===== src/hw/rtl/mrt_pkg.sv =====
// Miller-Rabin trial package: shared widths and defaults.
// No dependencies; imported by mrt_modmul and miller_rabin_trial_unit.
package mrt_pkg;

  localparam int FieldWidth        = 31;
  localparam int NumberBitsDefault = 31;

endpackage


===== src/hw/rtl/miller_rabin_trial_unit.sv =====
// Miller-Rabin trial top level: sequencer around one shared modular multiplier.
// Depends on mrt_pkg and mrt_modmul.
//
//  channel  | handshake                  | payload
//  ---------+----------------------------+-----------------------------------
//  input    | start, busy                | candidate_i, random_value_i
//  result   | valid_o (one-cycle strobe) | probably_prime_o
//
// Candidates 0..4 give their verdict in the cycle after the transfer, busy stays low.
// Otherwise the sequencer strips the twos from n-1, then runs each modular
// product in mrt_modmul, one at a time: one reduction of the random value, up
// to two products per bit of d, and up to r-1 squarings.
// busy is high from the cycle after the transfer until the result strobe; the
// receiver cannot stall and no reset sweep is needed.
module miller_rabin_trial_unit #(
  parameter int NumberBits = mrt_pkg::NumberBitsDefault
) (
  input  logic                           clk_i,
  input  logic                           rst_ni,
  input  logic                           start,
  output logic                           busy,
  input  logic [mrt_pkg::FieldWidth-1:0] candidate_i,
  input  logic [mrt_pkg::FieldWidth-1:0] random_value_i,
  output logic                           valid_o,
  output logic                           probably_prime_o
);
  import mrt_pkg::*;

  localparam int RW = $clog2(NumberBits);

  typedef enum logic [3:0] {
    S_IDLE, S_STRIP, S_RED, S_RED_W, S_POW, S_POW_MW, S_POW_SQ, S_POW_SW,
    S_CHK, S_SQ, S_SQ_W
  } state_e;

  state_e                state_q;
  logic                  valid_q, prime_q;
  logic [NumberBits-1:0] n_q, nm1_q, exp_q, rnd_q, x_q, base_q;
  logic [RW-1:0]         r_q;

  logic [NumberBits-1:0] n_in, rnd_in, exp_shr;
  logic                  mm_start, mm_done;
  logic [NumberBits-1:0] mm_a, mm_b, mm_m, mm_res;

  assign n_in    = NumberBits'(candidate_i);
  assign rnd_in  = NumberBits'(random_value_i);
  assign exp_shr = exp_q >> 1;

  always_comb begin
    mm_start = 1'b0;
    mm_a     = x_q;
    mm_b     = base_q;
    mm_m     = n_q;
    unique case (state_q)
      S_RED: begin
        mm_start = 1'b1;
        mm_a     = NumberBits'(1);
        mm_b     = rnd_q;
        mm_m     = n_q - NumberBits'(4);
      end
      S_POW: begin
        mm_start = (exp_q != '0) && exp_q[0];
      end
      S_POW_SQ: begin
        mm_start = (exp_shr != '0);
        mm_a     = base_q;
      end
      S_SQ: begin
        mm_start = (r_q != '0);
        mm_b     = x_q;
      end
      default: ;
    endcase
  end

  mrt_modmul #(
    .NumberBits(NumberBits)
  ) u_modmul (
    .clk_i   (clk_i),
    .rst_ni  (rst_ni),
    .start_i (mm_start),
    .a_i     (mm_a),
    .b_i     (mm_b),
    .m_i     (mm_m),
    .done_o  (mm_done),
    .result_o(mm_res)
  );

  always_ff @(posedge clk_i or negedge rst_ni) begin
    if (!rst_ni) begin
      state_q <= S_IDLE;
      valid_q <= 1'b0;
      prime_q <= 1'b0;
    end else begin
      valid_q <= 1'b0;
      unique case (state_q)
        S_IDLE: begin
          if (start) begin
            if (n_in <= NumberBits'(4)) begin
              valid_q <= 1'b1;
              prime_q <= (n_in == NumberBits'(2)) || (n_in == NumberBits'(3));
            end else begin
              state_q <= S_STRIP;
            end
          end
        end
        S_STRIP: begin
          if (exp_q[0]) begin
            state_q <= S_RED;
          end
        end
        S_RED:    state_q <= S_RED_W;
        S_RED_W: begin
          if (mm_done) begin
            state_q <= S_POW;
          end
        end
        S_POW: begin
          if (exp_q == '0) begin
            state_q <= S_CHK;
          end else if (exp_q[0]) begin
            state_q <= S_POW_MW;
          end else begin
            state_q <= S_POW_SQ;
          end
        end
        S_POW_MW: begin
          if (mm_done) begin
            state_q <= S_POW_SQ;
          end
        end
        S_POW_SQ: state_q <= (exp_shr != '0) ? S_POW_SW : S_CHK;
        S_POW_SW: begin
          if (mm_done) begin
            state_q <= S_POW;
          end
        end
        S_CHK: begin
          if ((x_q == NumberBits'(1)) || (x_q == nm1_q)) begin
            valid_q <= 1'b1;
            prime_q <= 1'b1;
            state_q <= S_IDLE;
          end else begin
            state_q <= S_SQ;
          end
        end
        S_SQ: begin
          if (r_q == '0) begin
            valid_q <= 1'b1;
            prime_q <= 1'b0;
            state_q <= S_IDLE;
          end else begin
            state_q <= S_SQ_W;
          end
        end
        S_SQ_W: begin
          if (mm_done) begin
            if (mm_res == NumberBits'(1)) begin
              valid_q <= 1'b1;
              prime_q <= 1'b0;
              state_q <= S_IDLE;
            end else if (mm_res == nm1_q) begin
              valid_q <= 1'b1;
              prime_q <= 1'b1;
              state_q <= S_IDLE;
            end else begin
              state_q <= S_SQ;
            end
          end
        end
        default: state_q <= S_IDLE;
      endcase
    end
  end

  always_ff @(posedge clk_i) begin
    unique case (state_q)
      S_IDLE: begin
        n_q   <= n_in;
        nm1_q <= n_in - NumberBits'(1);
        exp_q <= n_in - NumberBits'(1);
        rnd_q <= rnd_in;
        r_q   <= '0;
      end
      S_STRIP: begin
        if (!exp_q[0]) begin
          exp_q <= exp_shr;
          r_q   <= r_q + RW'(1);
        end
      end
      S_RED_W: begin
        if (mm_done) begin
          base_q <= mm_res + NumberBits'(2);
          x_q    <= NumberBits'(1);
        end
      end
      S_POW_MW: begin
        if (mm_done) begin
          x_q <= mm_res;
        end
      end
      S_POW_SQ: exp_q <= exp_shr;
      S_POW_SW: begin
        if (mm_done) begin
          base_q <= mm_res;
        end
      end
      S_CHK: begin
        if (r_q != '0) begin
          r_q <= r_q - RW'(1);
        end
      end
      S_SQ_W: begin
        if (mm_done) begin
          x_q <= mm_res;
          r_q <= r_q - RW'(1);
        end
      end
      default: ;
    endcase
  end

  assign busy             = (state_q != S_IDLE);
  assign valid_o          = valid_q;
  assign probably_prime_o = prime_q;

  a_strobe_idle: assert property (@(posedge clk_i) disable iff (!rst_ni)
    valid_o |-> !busy) else $error("result strobe while busy");
  a_busy_from_start: assert property (@(posedge clk_i) disable iff (!rst_ni)
    $rose(busy) |-> $past(start)) else $error("busy without a transfer");
  a_busy_ends_result: assert property (@(posedge clk_i) disable iff (!rst_ni)
    $fell(busy) |-> valid_o) else $error("trial ended without a result");
  a_base_reduced: assert property (@(posedge clk_i) disable iff (!rst_ni)
    (state_q == S_POW) |-> (base_q < n_q) && (x_q < n_q))
    else $error("operand out of residue range");

endmodule


===== src/hw/rtl/mrt_modmul.sv =====
// Bit-serial modular multiplier: result = (a * b) mod m, one bit of b per cycle.
// Depends on mrt_pkg. Requires a <= m and m >= 1.
module mrt_modmul #(
  parameter int NumberBits = mrt_pkg::NumberBitsDefault
) (
  input  logic                  clk_i,
  input  logic                  rst_ni,
  input  logic                  start_i,
  input  logic [NumberBits-1:0] a_i,
  input  logic [NumberBits-1:0] b_i,
  input  logic [NumberBits-1:0] m_i,
  output logic                  done_o,
  output logic [NumberBits-1:0] result_o
);
  import mrt_pkg::*;

  localparam int CntW = $clog2(NumberBits + 1);

  logic                  busy_q, done_q;
  logic [CntW-1:0]       cnt_q;
  logic [NumberBits-1:0] acc_q, a_q, b_q, m_q;
  logic [NumberBits-1:0] acc_d;
  logic [NumberBits:0]   dbl, dbl_r, sum, sum_r, m_ext;

  always_comb begin
    m_ext = {1'b0, m_q};
    dbl   = {acc_q, 1'b0};
    dbl_r = (dbl >= m_ext) ? dbl - m_ext : dbl;
    sum   = dbl_r + (b_q[NumberBits-1] ? {1'b0, a_q} : '0);
    sum_r = (sum >= m_ext) ? sum - m_ext : sum;
    acc_d = sum_r[NumberBits-1:0];
  end

  always_ff @(posedge clk_i or negedge rst_ni) begin
    if (!rst_ni) begin
      busy_q <= 1'b0;
      done_q <= 1'b0;
      cnt_q  <= '0;
    end else begin
      done_q <= 1'b0;
      if (start_i) begin
        busy_q <= 1'b1;
        cnt_q  <= CntW'(NumberBits);
      end else if (busy_q) begin
        cnt_q <= cnt_q - CntW'(1);
        if (cnt_q == CntW'(1)) begin
          busy_q <= 1'b0;
          done_q <= 1'b1;
        end
      end
    end
  end

  always_ff @(posedge clk_i) begin
    if (start_i) begin
      acc_q <= '0;
      a_q   <= a_i;
      b_q   <= b_i;
      m_q   <= m_i;
    end else if (busy_q) begin
      acc_q <= acc_d;
      b_q   <= b_q << 1;
    end
  end

  assign done_o   = done_q;
  assign result_o = acc_q;

  a_acc_reduced: assert property (@(posedge clk_i) disable iff (!rst_ni)
    busy_q |-> acc_q < m_q) else $error("accumulator left the residue range");
  a_done_pulse: assert property (@(posedge clk_i) disable iff (!rst_ni)
    done_q |-> !busy_q && $past(busy_q)) else $error("done without a running product");

endmodule

===== config.mk =====
export PLATFORM = sky130hd
export DESIGN_NAME = miller_rabin_trial_unit
export DESIGN_NICKNAME = d
export VERILOG_FILES = /design/src/hw/rtl/mrt_pkg.sv /design/src/hw/rtl/miller_rabin_trial_unit.sv /design/src/hw/rtl/mrt_modmul.sv
export SDC_FILE = /design/constraint.sdc
export NUM_CORES = 1
export LEC_CHECK = 0
export BUFFER_PORTS_ARGS = -buffer_cell sky130_fd_sc_hd__buf_2
export CAP_MARGIN = 20
export CELL_PAD_IN_SITES_DETAIL_PLACEMENT = 1
export CELL_PAD_IN_SITES_GLOBAL_PLACEMENT = 1
export CORE_ASPECT_RATIO = 1.4
export CORE_MARGIN = 2
export CORE_UTILIZATION = 55
export CTS_BUF_LIST = sky130_fd_sc_hd__clkbuf_8
export DETAILED_ROUTE_END_ITERATION = 8
export GPL_TIMING_DRIVEN = 0
export PLACE_DENSITY_LB_ADDON = 0.1
export RECOVER_POWER = 25
export SLEW_MARGIN = 5
export SYNTH_ARGS = -nofsm -noshare
export SYNTH_HDL_FRONTEND = slang
export SYNTH_SLANG_ARGS = --single-unit

===== constraint.sdc =====
create_clock -name clk_i -period 11.7 [get_ports clk_i]
set_input_delay 1.17 -clock clk_i [delete_from_list [all_inputs] [get_ports clk_i]]
set_output_delay 1.17 -clock clk_i [all_outputs]
set_load 0.05 [all_outputs]

==> flow_summary_export.csv <==
group,metric,value,unit
global_route,antenna_found_initial,3,
drt,wl_per_cell,28.4,um
clock_network,cts_root_buffer,"clkbuf_8",
cells_and_area,syn2layout_area_growth,9.68,%
drt,viasPerCell,6.57,
synthesis,yosysTopAreaCellShare,41.6,%
setup_path,worstSetupPathType,"reg2reg",
sta,layout_min_cycle_time,9570,ps
synthesis,async_flop_share,3.96,%
run_status,violations,"max-capacitance violations, max-slew violations",
global_route,grt-busiest-layer,"met2",
setup_path,arrival,10100,ps
sta,tightest_slew,1900,ps
min_path,hp-class,"reg2reg",
cells_and_area,drive_gt1_share,6.88,%
drt,drtAntennaViolNets,0,
sta,hold_viol_final,0,
clock_network,clock_path_buffers,3,
sta,slew_headroom,-27.2,%
clock_network,post_cts_resized,0,
synthesis,syn-cell-area,20500,um^2
drt,routed_wl,76.1,mm
synthesis,ys_ff_latch,328,
sta,tns,0,ps
global_route,overflow,0,
setup_path,start_kind,"flop",
clock_network,clock_sinks,328,
sta,slew_viol_final,67,
synthesis,synthCells,2043,
global_route,gr-usage-met3,6.36,%
sta,setup_viol,0,
floorplanning,core,36700,um^2
global_route,first_global_vias,18584,
clock_network,cts_setup_buffers,0,
flow_run,max-cap-violations,2,
synthesis,seq_area_frac_synth,46.3,%
sta,max_freq,0.105,GHz
sta,skew,34.5,ps
cells_and_area,mostFrequentLayoutCell,"edfxtp_1",
clock_network,clk_pin_slew,70,ps
clock_network,clk_latency,620,ps
global_route,use_met1,42.7,%
clock_network,htree_levels,2,
floorplanning,pin_count,68,
drt,vias,17602,
placed_design,dp_cells,2585,
floorplanning,start_util,55.9,%
setup_path,crit_fanout,10,
clock_network,cts_inserted_buffers,51,
drt,first_pass_iters,5,
drt,drc_errors,0,
global_route,grt_first_pass_wirelength,113,mm
synthesis,ys_types,70,
synthesis,ys_warn_count,0,
floorplanning,die_x,167,um
floorplanning,die_area,38800,um^2
synthesis,synthTopCellsByArea,"edfxtp_1 (42%), ha_1 (6.4%), xnor2_1 (6.3%)",
placed_design,numPortBuffers,67,
placed_design,dp_hpwl,58.7,mm
sta,rsz0062_at_grt,"no",
setup_path,r2r_cells,35,
setup_path,endpoint_kind,"flop",
cells_and_area,nNetsFinal,2344,
synthesis,syn_area_per_cell,10.0,um^2
clock_network,cts_hold_buf,0,
cells_and_area,fin_cells,2678,
setup_path,reg2reg_slack,2130,ps
global_route,grt_max_degree,70,
setup_path,crit_required,12240,ps
synthesis,yosysTopAreaCell,"edfxtp_1",
clock_network,cts_tree,"done",
global_route,grtUsageTotal,39.1,%
drt,initialDrtViolationCount,1512,
synthesis,synth_edf_count,284,
synthesis,syn-num-nets,2216,
floorplanning,row_count,83,
setup_path,slowest_delay,660,ps
floorplanning,fp.dieH,232,um
global_route,use_met2,67.8,%
setup_path,slowest_stage,"o21ai_0",
cells_and_area,final_cell_mix,"edfxtp_1 (284), nor2_1 (160), nand2_1 (155), a21oi_1 (151), xnor2_1 (148)",
sta,timing.final.crit_share,81.8,%
run_status,outcome,"finished with violations",
placed_design,place_congestion,1.02,
synthesis,synthFlopType,"edfxtp_1",
min_path,min_path_cells,0,
==> routing by layer <==
metal  wire, um  part of all wire, %
met5          0                    0
met4       7360                  9.7
met3       5120                  6.7
met2      36800                   48
met1      26800                   35
==> layout make-up <==
cell class,instances,area [um^2]
fillers,4137,14200
repair buffers,75,402
well taps,467,584
clock inverters,36,245
flip-flops and latches,328,9470
clock buffers,56,771
plain buffers,103,399
diodes,1,2.50
inverters,81,305
multi-input cells,1531,10300
==> flip-flops by register name, indices dropped and copies added, names as in the netlist <==
name               cells
base_q                31
exp_q                 31
n_q                   31
nm1_q                 31
rnd_q                 31
u_modmul.a_q          31
u_modmul.b_q          31
u_modmul.m_q          31
u_modmul.result_o     31
x_q                   31
r_q                    5
u_modmul.cnt_q         5
state_q                4
probably_prime_o       1
u_modmul.busy_q        1
u_modmul.done_o        1
valid_o                1
==> cells in the mapped netlist (36+ instances only) <==
library cell	count
a21oi_1	151
nand4_1	39
nor3_1	46
nand3_1	40
clkbuf_1	91
nand2_1	156
ha_1	104
and2_1	39
edfxtp_1	284
o21ai_0	83
xnor2_1	148
a31oi_1	45
inv_1	77
a22o_1	59
a22oi_1	36
nor4_1	41
nor2_1	161
xor2_1	81
nor2b_1	41
a21o_1	36
==> worst max-delay path, delay by kind of cell (launching register included) <==
family | cells | cell delay (ps)
buffers and inverters | 7 | 2100
AND/OR/NAND/NOR | 10 | 1910
AO/OA/AOI/OAI | 13 | 3840
flip-flops | 1 | 320
adder cells (fa/ha/maj) | 4 | 1190
multiplexers | 1 | 90
==> per-stage QoR <==
stage | utilization [%] | cell area [um^2] | setup slack [ps] | hold WS, ps
finish | 61.3 | 22500 | 2130 | 399
global route | 61.3 | 22500 | 1750 | 397
CTS | 61.6 | 22600 | 2420 | 403
detailed placement | 58.8 | 21600 | 2550 | 407
global placement | 58.4 | 21400 | 2800 | 406
floorplan | - | 20500 | 5070 | 400
==> final timing paths <==
| kind | startpoint | endpoint |
|---|---|---|
| setup / recovery | u_modmul.m_q[15]$_DFFE_PP_ | u_modmul.result_o[26]$_SDFFE_PP0P_ |
| hold / removal | n_q[0]$_DFFE_PP_ | u_modmul.m_q[0]$_DFFE_PP_ |
| setup reg to reg | u_modmul.m_q[15]$_DFFE_PP_ | u_modmul.result_o[26]$_SDFFE_PP0P_ |
| hold reg to reg | n_q[0]$_DFFE_PP_ | u_modmul.m_q[0]$_DFFE_PP_ |
| max in group asynchronous | rst_ni | state_q[0]$_DFFE_PN0P_ |
| min in group asynchronous | rst_ni | u_modmul.cnt_q[2]$_DFFE_PN0P_ |
==> logic make-up (layout without fill, tap and decap cells) <==
| family | Yosys count | count (layout) | share of synthesized area, % |
|---|---|---|---|
| AND/OR/NAND/NOR | 643 | 643 | 15.6 |
| AO/OA/AOI/OAI | 512 | 512 | 16.2 |
| XOR/XNOR | 229 | 229 | 9.79 |
| adder cells (fa/ha/maj) | 108 | 108 | 6.74 |
| flip-flops | 328 | 328 | 46.3 |
| multiplexers | 39 | 39 | 1.98 |
| buffers and inverters | 184 | 351 | 3.46 |
| other | 0 | 1 | 0 |
Power is not shown: default switching activity piles up to over one toggle a cycle in this logic, so the estimate is an artifact.
